--- config.mk ---
export PLATFORM = sky130hd
export DESIGN_NAME = nested_polynomial_eval
export DESIGN_NICKNAME = d
export VERILOG_FILES = /design/src/rtl/core/npe_pkg.sv /design/src/rtl/core/npe_ram.sv /design/src/rtl/core/nested_polynomial_eval.sv
export SDC_FILE = /design/constraint.sdc
export NUM_CORES = 2
export LEC_CHECK = 0
export BUFFER_PORTS_ARGS = -buffer_cell sky130_fd_sc_hd__buf_2
export CORE_MARGIN = 2
export CORE_UTILIZATION = 50
export CTS_BUF_LIST = sky130_fd_sc_hd__clkbuf_8
export DETAILED_ROUTE_END_ITERATION = 10
export GPL_ROUTABILITY_DRIVEN = 0
export PLACE_DENSITY = 0.68
export SLEW_MARGIN = 10
export SYNTH_ARGS = -nofsm -noshare
export SYNTH_HDL_FRONTEND = slang
export SYNTH_SLANG_ARGS = --single-unit
export TNS_END_PERCENT = 5
--- constraint.sdc ---
create_clock -name aclk -period 8.1 [get_ports aclk]
set_input_delay 0.81 -clock aclk [delete_from_list [all_inputs] [get_ports aclk]]
set_output_delay 0.81 -clock aclk [all_outputs]
set_load 0.01 [all_outputs]
--- src/rtl/core/npe_pkg.sv ---
`timescale 1ns / 1ps

package npe_pkg;

    localparam int MAX_TERMS = 16;
    localparam int FRAC_BITS = 16;

    localparam int DATA_W    = 32;
    localparam int PROD_W    = 2 * DATA_W;
    localparam int ENTRY_W   = 2 * DATA_W;
    localparam int CNT_W     = $clog2(MAX_TERMS + 1);
    localparam int ADDR_W    = (MAX_TERMS > 1) ? $clog2(MAX_TERMS) : 1;
    localparam int TCNT_W    = 5;
    localparam int S_TDATA_W = 3 * DATA_W;
    localparam int M_TDATA_W = ((DATA_W + TCNT_W + 7) / 8) * 8;
    localparam int M_PAD_W   = M_TDATA_W - DATA_W - TCNT_W;

    localparam logic signed [PROD_W-1:0] RND_HALF =
        (FRAC_BITS > 0) ? (PROD_W'(1) <<< ((FRAC_BITS > 0) ? FRAC_BITS - 1 : 0))
                        : PROD_W'(0);

    localparam logic REQ_PUSH = 1'b0;
    localparam logic REQ_EVAL = 1'b1;

    typedef enum logic [2:0] {
        ST_IDLE,
        ST_LOAD0,
        ST_PREP,
        ST_MUL,
        ST_RND,
        ST_ADD,
        ST_FIN
    } npe_state_t;

endpackage

--- src/rtl/core/npe_ram.sv ---
`timescale 1ns / 1ps

module npe_ram #(
    parameter int WIDTH = 64,
    parameter int DEPTH = 16,
    parameter int AW    = (DEPTH > 1) ? $clog2(DEPTH) : 1
) (
    input  logic             aclk,
    input  logic             we,
    input  logic [AW-1:0]    waddr,
    input  logic [WIDTH-1:0] wdata,
    input  logic             re,
    input  logic [AW-1:0]    raddr,
    output logic [WIDTH-1:0] rdata
);

    logic [WIDTH-1:0] mem [DEPTH];
    logic [WIDTH-1:0] rdata_reg;

    always_ff @(posedge aclk) begin
        if (we) begin
            mem[waddr] <= wdata;
        end
        if (re) begin
            rdata_reg <= mem[raddr];
        end
    end

    assign rdata = rdata_reg;

endmodule

--- src/rtl/core/nested_polynomial_eval.sv ---
`timescale 1ns / 1ps
// Channel   Dir  tdata (low bit up)                         tuser (low bit up)
// s_        in   base_point[31:0] coefficient[63:32]         req_type[0]
//                x_value[95:64]
// m_        out  poly_value[31:0] term_count[36:32] pad      overflow[0] rejected[1]
//
// Push or empty-table eval: ST_IDLE goes straight to ST_FIN, which registers the result.
// Eval over n > 1 terms: ST_LOAD0, ST_PREP, then ST_MUL, ST_RND and ST_ADD for each further
// term (the multiply, round and add recurrence on the accumulator), then ST_FIN (one term: ST_LOAD0, ST_FIN).
// Reset clears the term count, the sequencer and the result valid; table
// entries stay undefined until pushed.
// A new item is taken while an earlier result still waits on m_tready.
module nested_polynomial_eval import npe_pkg::*; (
    input  logic                 aclk,
    input  logic                 aresetn,
    input  logic                 s_tvalid,
    output logic                 s_tready,
    input  logic [S_TDATA_W-1:0] s_tdata,   // base_point, coefficient, x_value
    input  logic [0:0]           s_tuser,   // req_type
    output logic                 m_tvalid,
    input  logic                 m_tready,
    output logic [M_TDATA_W-1:0] m_tdata,   // poly_value, term_count, zero pad
    output logic [1:0]           m_tuser    // overflow, rejected
);

    localparam logic [DATA_W-1:0] S_MAX = {1'b0, {(DATA_W-1){1'b1}}};
    localparam logic [DATA_W-1:0] S_MIN = {1'b1, {(DATA_W-1){1'b0}}};
    localparam logic [CNT_W-1:0]  ONE   = CNT_W'(1);

    npe_state_t state_reg, state_next;

    logic [CNT_W-1:0]         cnt_reg, cnt_next;
    logic [CNT_W-1:0]         n_reg, n_next;
    logic [CNT_W-1:0]         idx_reg, idx_next;
    logic [DATA_W-1:0]        x_reg, x_next;
    logic [DATA_W-1:0]        acc_reg, acc_next;
    logic [DATA_W-1:0]        d_reg, d_next;
    logic [DATA_W-1:0]        coef_reg, coef_next;
    logic signed [PROD_W-1:0] prod_reg, prod_next;
    logic [DATA_W-1:0]        p_reg, p_next;
    logic                     ovf_reg, ovf_next;
    logic [DATA_W-1:0]        res_value_reg, res_value_next;
    logic                     res_rej_reg, res_rej_next;
    logic                     m_valid_reg, m_valid_next;
    logic [DATA_W-1:0]        m_value_reg, m_value_next;
    logic [TCNT_W-1:0]        m_tcnt_reg, m_tcnt_next;
    logic                     m_ovf_reg, m_ovf_next;
    logic                     m_rej_reg, m_rej_next;

    logic                ram_we, ram_re;
    logic [ADDR_W-1:0]   ram_waddr, ram_raddr;
    logic [ENTRY_W-1:0]  ram_wdata, ram_rdata;
    logic [DATA_W-1:0]   rd_base, rd_coef;

    logic                s_acc, out_free;
    logic                req;
    logic [DATA_W-1:0]   in_base, in_coef, in_x;
    logic [CNT_W-1:0]    next_idx;
    logic                more;

    logic signed [DATA_W:0]   diff_w, sum_w;
    logic [DATA_W-1:0]        diff_sat, sum_sat, rnd_sat;
    logic                     diff_ovf, sum_ovf, rnd_ovf;
    logic signed [PROD_W-1:0] rnd_sum, rnd_sh;
    logic [CNT_W+TCNT_W-1:0]  cnt_ext;

    npe_ram #(
        .WIDTH (ENTRY_W),
        .DEPTH (MAX_TERMS),
        .AW    (ADDR_W)
    ) u_table (
        .aclk  (aclk),
        .we    (ram_we),
        .waddr (ram_waddr),
        .wdata (ram_wdata),
        .re    (ram_re),
        .raddr (ram_raddr),
        .rdata (ram_rdata)
    );

    assign s_tready = (state_reg == ST_IDLE);
    assign s_acc    = s_tvalid && s_tready;
    assign out_free = !m_valid_reg || m_tready;
    assign req      = s_tuser[0];
    assign in_base  = s_tdata[DATA_W-1:0];
    assign in_coef  = s_tdata[2*DATA_W-1:DATA_W];
    assign in_x     = s_tdata[3*DATA_W-1:2*DATA_W];

    assign rd_base  = ram_rdata[DATA_W-1:0];
    assign rd_coef  = ram_rdata[ENTRY_W-1:DATA_W];
    assign next_idx = idx_reg + ONE;
    assign more     = (next_idx != n_reg);

    // datapath: difference, round/shift, coefficient add, each saturating
    always_comb begin
        diff_w   = $signed({x_reg[DATA_W-1], x_reg}) - $signed({rd_base[DATA_W-1], rd_base});
        diff_ovf = (diff_w[DATA_W] != diff_w[DATA_W-1]);
        diff_sat = diff_ovf ? (diff_w[DATA_W] ? S_MIN : S_MAX) : diff_w[DATA_W-1:0];

        prod_next = $signed(acc_reg) * $signed(d_reg);

        rnd_sum = prod_reg + RND_HALF;
        rnd_sh  = rnd_sum >>> FRAC_BITS;
        rnd_ovf = !((&rnd_sh[PROD_W-1:DATA_W-1]) || !(|rnd_sh[PROD_W-1:DATA_W-1]));
        rnd_sat = rnd_ovf ? (rnd_sh[PROD_W-1] ? S_MIN : S_MAX) : rnd_sh[DATA_W-1:0];

        sum_w   = $signed({p_reg[DATA_W-1], p_reg}) + $signed({coef_reg[DATA_W-1], coef_reg});
        sum_ovf = (sum_w[DATA_W] != sum_w[DATA_W-1]);
        sum_sat = sum_ovf ? (sum_w[DATA_W] ? S_MIN : S_MAX) : sum_w[DATA_W-1:0];
    end

    always_comb begin
        state_next = state_reg;
        case (state_reg)
            ST_IDLE: begin
                if (s_acc) begin
                    if (req == REQ_EVAL && cnt_reg != '0) begin
                        state_next = ST_LOAD0;
                    end else begin
                        state_next = ST_FIN;
                    end
                end
            end
            ST_LOAD0: state_next = (n_reg == ONE) ? ST_FIN : ST_PREP;
            ST_PREP:  state_next = ST_MUL;
            ST_MUL:   state_next = ST_RND;
            ST_RND:   state_next = ST_ADD;
            ST_ADD:   state_next = more ? ST_MUL : ST_FIN;
            ST_FIN: begin
                if (out_free) begin
                    state_next = ST_IDLE;
                end
            end
            default:  state_next = ST_IDLE;
        endcase
    end

    assign cnt_ext = {TCNT_W'(0), cnt_reg};

    always_comb begin
        cnt_next       = cnt_reg;
        n_next         = n_reg;
        idx_next       = idx_reg;
        x_next         = x_reg;
        acc_next       = acc_reg;
        d_next         = d_reg;
        coef_next      = coef_reg;
        p_next         = p_reg;
        ovf_next       = ovf_reg;
        res_value_next = res_value_reg;
        res_rej_next   = res_rej_reg;
        m_valid_next   = m_valid_reg && !m_tready;
        m_value_next   = m_value_reg;
        m_tcnt_next    = m_tcnt_reg;
        m_ovf_next     = m_ovf_reg;
        m_rej_next     = m_rej_reg;
        ram_we         = 1'b0;
        ram_waddr      = cnt_reg[ADDR_W-1:0];
        ram_wdata      = {in_coef, in_base};
        ram_re         = 1'b0;
        ram_raddr      = '0;

        case (state_reg)
            ST_IDLE: begin
                if (s_acc) begin
                    res_value_next = '0;
                    ovf_next       = 1'b0;
                    res_rej_next   = 1'b0;
                    if (req == REQ_PUSH) begin
                        if (cnt_reg < CNT_W'(MAX_TERMS)) begin
                            ram_we   = 1'b1;
                            cnt_next = cnt_reg + ONE;
                        end else begin
                            res_rej_next = 1'b1;
                        end
                    end else begin
                        n_next = cnt_reg;
                        x_next = in_x;
                        if (cnt_reg != '0) begin
                            ram_re = 1'b1;
                        end
                    end
                end
            end
            ST_LOAD0: begin
                acc_next       = rd_coef;
                res_value_next = rd_coef;
                if (n_reg != ONE) begin
                    ram_re    = 1'b1;
                    ram_raddr = ONE[ADDR_W-1:0];
                    idx_next  = ONE;
                end
            end
            ST_PREP: begin
                d_next    = diff_sat;
                coef_next = rd_coef;
                ovf_next  = ovf_reg | diff_ovf;
            end
            ST_MUL: begin
                if (more) begin
                    ram_re    = 1'b1;
                    ram_raddr = next_idx[ADDR_W-1:0];
                end
            end
            ST_RND: begin
                p_next   = rnd_sat;
                ovf_next = ovf_reg | rnd_ovf;
            end
            ST_ADD: begin
                acc_next       = sum_sat;
                res_value_next = sum_sat;
                if (more) begin
                    d_next    = diff_sat;
                    coef_next = rd_coef;
                    idx_next  = next_idx;
                    ovf_next  = ovf_reg | sum_ovf | diff_ovf;
                end else begin
                    ovf_next  = ovf_reg | sum_ovf;
                end
            end
            ST_FIN: begin
                if (out_free) begin
                    m_valid_next = 1'b1;
                    m_value_next = res_value_reg;
                    m_tcnt_next  = cnt_ext[TCNT_W-1:0];
                    m_ovf_next   = ovf_reg;
                    m_rej_next   = res_rej_reg;
                end
            end
            default: begin
                m_valid_next = m_valid_reg;
            end
        endcase
    end

    always_ff @(posedge aclk) begin
        if (!aresetn) begin
            state_reg   <= ST_IDLE;
            cnt_reg     <= '0;
            m_valid_reg <= 1'b0;
        end else begin
            state_reg   <= state_next;
            cnt_reg     <= cnt_next;
            m_valid_reg <= m_valid_next;
        end
    end

    always_ff @(posedge aclk) begin
        n_reg         <= n_next;
        idx_reg       <= idx_next;
        x_reg         <= x_next;
        acc_reg       <= acc_next;
        d_reg         <= d_next;
        coef_reg      <= coef_next;
        prod_reg      <= prod_next;
        p_reg         <= p_next;
        ovf_reg       <= ovf_next;
        res_value_reg <= res_value_next;
        res_rej_reg   <= res_rej_next;
        m_value_reg   <= m_value_next;
        m_tcnt_reg    <= m_tcnt_next;
        m_ovf_reg     <= m_ovf_next;
        m_rej_reg     <= m_rej_next;
    end

    assign m_tvalid = m_valid_reg;
    assign m_tdata  = {M_PAD_W'(0), m_tcnt_reg, m_value_reg};
    assign m_tuser  = {m_rej_reg, m_ovf_reg};

    a_cnt_bound: assert property (@(posedge aclk) disable iff (!aresetn)
        cnt_reg <= CNT_W'(MAX_TERMS))
        else $error("term count above table depth");

    a_full_push: assert property (@(posedge aclk) disable iff (!aresetn)
        (s_acc && req == REQ_PUSH && cnt_reg == CNT_W'(MAX_TERMS))
        |=> ($stable(cnt_reg) && res_rej_reg))
        else $error("push to full table not refused");

    a_idx_range: assert property (@(posedge aclk) disable iff (!aresetn)
        (state_reg == ST_MUL || state_reg == ST_RND || state_reg == ST_ADD)
        |-> (idx_reg < n_reg))
        else $error("term index beyond stored count");

    a_port_excl: assert property (@(posedge aclk) disable iff (!aresetn)
        !(ram_we && ram_re))
        else $error("table read and write in the same cycle");

    a_empty_eval: assert property (@(posedge aclk) disable iff (!aresetn)
        (s_acc && req == REQ_EVAL && cnt_reg == '0)
        |=> (state_reg == ST_FIN && res_value_reg == '0 && !ovf_reg))
        else $error("empty table eval not zero");

endmodule
# Word level (Yosys, flattened, before mapping)
# Memories as Yosys holds them, arrays and structs flattened. A register that Yosys moved wholly into a read port is not among the register bits.
# Index checks and enable logic that the tools add are counted.
# word_totals
ff_bits	316
word_cells	117
n_memories	1
mem_bits_rw	1024
out_inout_bits	44
# op_classes
addsub	5
muxes	43
n_eq_ne	15
order_cmp	1
n_reduce_logical	28
bitwise	5
mul	1
# memory_table
memory	words	width	rd	rd_ports_with_merged_regs	wr	line_no	source
u_table.mem	16	64	1	1	1	npe_ram.sv:17	logic [WIDTH-1:0] mem [DEPTH];
# op_table
op	n
$mux W32	9
$pmux W32 S2	3
$pmux W32 S3	1
$add A64 B17 Y64 const B	1
$mul A32 B32 Y64	1
$add A32 B32 Y33	1
$sub A32 B32 Y33	1
$pmux W3 S7	1
$reduce_and A17 Y1	1
$reduce_or A17 Y1	1
$mux W1	16
$mux W3	5
$reduce_and A2 Y1	6
$add A5 B1 Y5 const B	2
$mux W5	2
$pmux W5 S2	1
$eq A3 B3 Y1 const B	3
$pmux W4 S2	1
$eq A3 B2 Y1 const B	2
$ne A2 B2 Y1 const B	3
$reduce_and A3 Y1	2
$reduce_bool A2 Y1	3
$reduce_or A6 Y1	1
$eq A5 B1 Y1 const B	1
20 further kinds	30

# Logic depth before layout (Yosys ltp)
# logic_depth
ltp_word	7
depth_mapped	29
ltp_nobuf	28

# Cells and area by module
# From an unflattened synthesis, not the netlist that was laid out.
# hier_totals
hier_cells	6786
hier_area_um2	90837.1
# by_module_without_submodules
module	n_inst	area_each_um2	seq_area_each_um2	cells_per_inst
nested_polynomial_eval	1	50613.5	8458.1	5139
npe_ram	1	40223.6	32671.3	1647

# Least setup slack after synthesis
# OpenSTA, ideal clock, no wires.
# synth_path
kind	register to register
startpoint	reg acc_reg[31]
endpoint	reg prod_reg[60]
t_arrival_ns	7.532
path_slack_ns	0.495
setup_time_ns	0.072
path_buffers	1
required_ns	8.028
path_stages_with_launch	27
period_less_slack_ns	7.605
cell_sequence	edfxtp_1 clkbuf_1 nand2_1 inv_1 fa_1 fa_1 fa_1 fa_1 inv_1 fa_1 inv_1 fa_1 inv_1 fa_1 inv_1 fa_1 ha_1 a21oi_1 nor2b_1 o21ai_0 nand2b_1 a21o_1 a21o_1 a21o_1 a21o_1 a41oi_1 xnor2_1
# synth_between
elab_chain_cells	1
# synth_lines
item	line_no	source
start, declared	nested_polynomial_eval.sv:36	logic [DATA_W-1:0] acc_reg, acc_next;
start signal, assigned	nested_polynomial_eval.sv:252	acc_reg <= acc_next;
$mul A32 B32 Y64	nested_polynomial_eval.sv:100	prod_next = $signed(acc_reg) * $signed(d_reg);
via prod_next[60]	nested_polynomial_eval.sv:39	logic signed [PROD_W-1:0] prod_reg, prod_next;
end signal, assigned	nested_polynomial_eval.sv:255	prod_reg <= prod_next;
end, declared	nested_polynomial_eval.sv:39	
# The timed path passes the listed nets, and every way through them passes these cells.
# A chain may end at the register's enable or synchronous reset.

# Worst setup path in the final report
# layout_path
startpoint	reg d_reg[5]
endpoint	reg prod_reg[54]
# layout_between
elab_chain_cells	1
# layout_lines
item	line_no	source
start, declared	nested_polynomial_eval.sv:37	logic [DATA_W-1:0] d_reg, d_next;
start signal, assigned	nested_polynomial_eval.sv:253	d_reg <= d_next;
$mul A32 B32 Y64	nested_polynomial_eval.sv:100	
via prod_next[54]	nested_polynomial_eval.sv:39	
# The timed path passes the listed nets, and every way through them passes these cells.

==> metrics <==
GRT Util Overall 0.2401; Startpoint Class flip-flop; max-slew violation count 0; status complete, no violations; area grow syn2layout 9.571%; Worst Setup Path Type flip-flop to flip-flop; layout cells sized above 1 0.1308; Max-slew headroom 0.1970; Die Area 186000 sq um; wirelength, routed 217.7 mm; ys flop type edfxtp_1; Fmax 127.3 MHz; mapped cell area 91280 sq um; warnings from Yosys 0; pin count of the biggest net entering global routing 157; GR Overflow Total 0; first-pass GRT wire length 338.3 mm; H-tree depth 4; DR vias/cell about 5.6; die width 431.3 um; DIE HEIGHT 431.3 um; Post-Syn Instances 6683; initial antenna violation count 28; Seq/Total Area, Yosys 0.4506; worst hold start s_tdata[72]; Crit. Startpoint d_reg[5]; Setup TNS Final 0 ns; Critical Path AT approximately 8.6 ns; hpwl dp 155.1 mm; Clock Tree Root clkbuf_8; drt first pass iters 6; max cap viols 0; fin crit share 0.9696; flops & latches, synth 1389; most common cell after layout, fill and taps aside edfxtp_1; IO Pins 145; clk sink count 1389; Routed Antenna Nets 0; DR iter-0 viols 4385; Worst Clk Skew 0.04081 ns; final net count 8366; Worst Hold Class input port to flip-flop; Clk Latency, worst-skew pair a little over 0.9 ns; Crit path required time 8.87 ns; Initial Util 0.5040; RR Startpoint d_reg[5]; CTS Buffer Depth 3; clock-pin slew on the worst setup and hold paths 0.07 ns; DR vias ~53000; max reg flops 1024; RSZ-0062 raised after global routing yes; CTS tree yes; final hold violation count 0; fin crit period around 8 ns; # DRC 0; DR WL/cell about 23 um; Cell variety after synth 90; ys async rst share 0; Num CTS Buffers 202; final setup vio count 0; num rows 156; vias in the first global route 56290; port bufs 141; CP Capture Type flip-flop; slew of the pin with the lowest slew margin 1.202 ns; synthesized area per cell between 10 and 15 sq um; most frequent cells in the layout edfxtp_1, inv_1, fa_1, nand2_1, and2_1; number of synthesized flops with an enable pin roughly 1300; Worst Path Max Fanout 32; core area ~180000 sq um
## worst paths after layout
path                                   endpoint  slack (ns)  depth (start not counted)
worst max-delay path               prod_reg[54]        0.25                         26
worst min-delay path                   x_reg[8]        0.09                          1
worst max register to register     prod_reg[54]        0.25                         26
worst min register to register  m_value_reg[20]        0.42                          0
## per-stage QoR
step	worst slack (ns)	utilization	instance area [sq um]	hold WS, ns	std cells
global placement	0.1777	0.5289	95810	0.4032	9068
detailed placement	0.1477	0.5289	95810	0.4045	9068
global route	-0.01167	0.5521	100000	0.04049	9473
finish	0.2463	0.5522	100000	0.09151	9478
CTS	0.1034	0.5511	99820	0.0002846	9451
floorplan	0.4954	-	91290	0.4003	6685
## cells by family after synthesis
logic type      synth area share
simple gates             0.08006
fa+ha+maj                 0.2728
xor+xnor                 0.01574
compound gates           0.03801
flops                     0.4506
mux                      0.08467
buf+inv                  0.05816
other cells           0.00004108
## repair_timing
item / CTS / global route
buffers inserted: 0 / 14
gates resized for setup: 0 / 7
endpoints found under the hold margin: 16 / 0
setup endpoints to repair: 0 / 13
hold buffers: 16 / 0
## cell type report
type                    instances  area, sq um
multi-input cells            3916        45060
diodes                         13        32.53
fillers                     14600        81110
clock inverters               158        974.7
repair buffers                361         2993
well taps                    2370         2965
inverters                    1062         3986
flip-flops and latches       1389        41130
clock buffers                 209         2877
## worst max-delay path, cell delays in order (launching register included)
cell and delay [ns]:
edfxtp_1 0.41, buf_12 0.18, and2_1 0.18, fa_1 0.57
fa_1 0.46, fa_1 0.52, inv_1 0.05, fa_1 0.47
inv_1 0.05, fa_1 0.50, inv_1 0.06, fa_1 0.54
inv_1 0.05, fa_1 0.49, fa_1 0.42, ha_1 0.42
nand4_1 0.15, nor2_1 0.21, o31ai_1 0.15, buf_4 0.18
nand3b_1 0.12, nor2_1 0.13, o41a_1 0.47, a21o_1 0.28
o21ai_0 0.33, a21oi_1 0.14, xnor2_1 0.16
## synth_stat cells (all sizes together) (4+ instances only)
master / count / area (sq um)
inv: 1061 / 3983
o21ai: 105 / 525.5
a211o: 10 / 87.58
buf: 81 / 432.9
and4: 9 / 78.83
a211oi: 39 / 382.9
mux4: 256 / 5766
o21a: 21 / 157.7
a21o: 104 / 780.8
nor2b: 45 / 281.5
nor3: 30 / 150.1
xor2: 67 / 586.8
nand2b: 21 / 131.4
dfxtp: 58 / 1161
or2: 5 / 31.28
nor2: 92 / 345.3
o31ai: 9 / 72.57
fa: 1083 / 21680
nor4: 8 / 65.06
nand2: 593 / 2228
a21oi: 129 / 656.9
a22o: 5 / 43.79
and3: 18 / 112.6
a21boi: 4 / 30.03
nand3b: 7 / 52.55
or3: 8 / 50.05
a31oi: 20 / 140.1
nand4: 34 / 219.0
clkbuf: 237 / 889.6
maj3: 9 / 90.09
mux2i: 195 / 1952
and2: 512 / 3206
o211ai: 10 / 85.08
o21bai: 10 / 75.07
ha: 250 / 3128
edfxtp: 1331 / 39970
o22ai: 5 / 31.28
nand3: 49 / 245.2
o221ai: 4 / 35.03
xnor2: 97 / 849.6
## metal layers
metal  track usage  share of wire  routed length (um)
met2        0.4001           0.50              108000
met3       0.03542          0.060               13110
met5             0        0.00042                  91
met1        0.3229           0.41               89160
met4       0.08690          0.034                7330
Power is left out: the tool's default activity adds up to more than one toggle a clock period on the data nets, which glitch-free logic cannot reach.
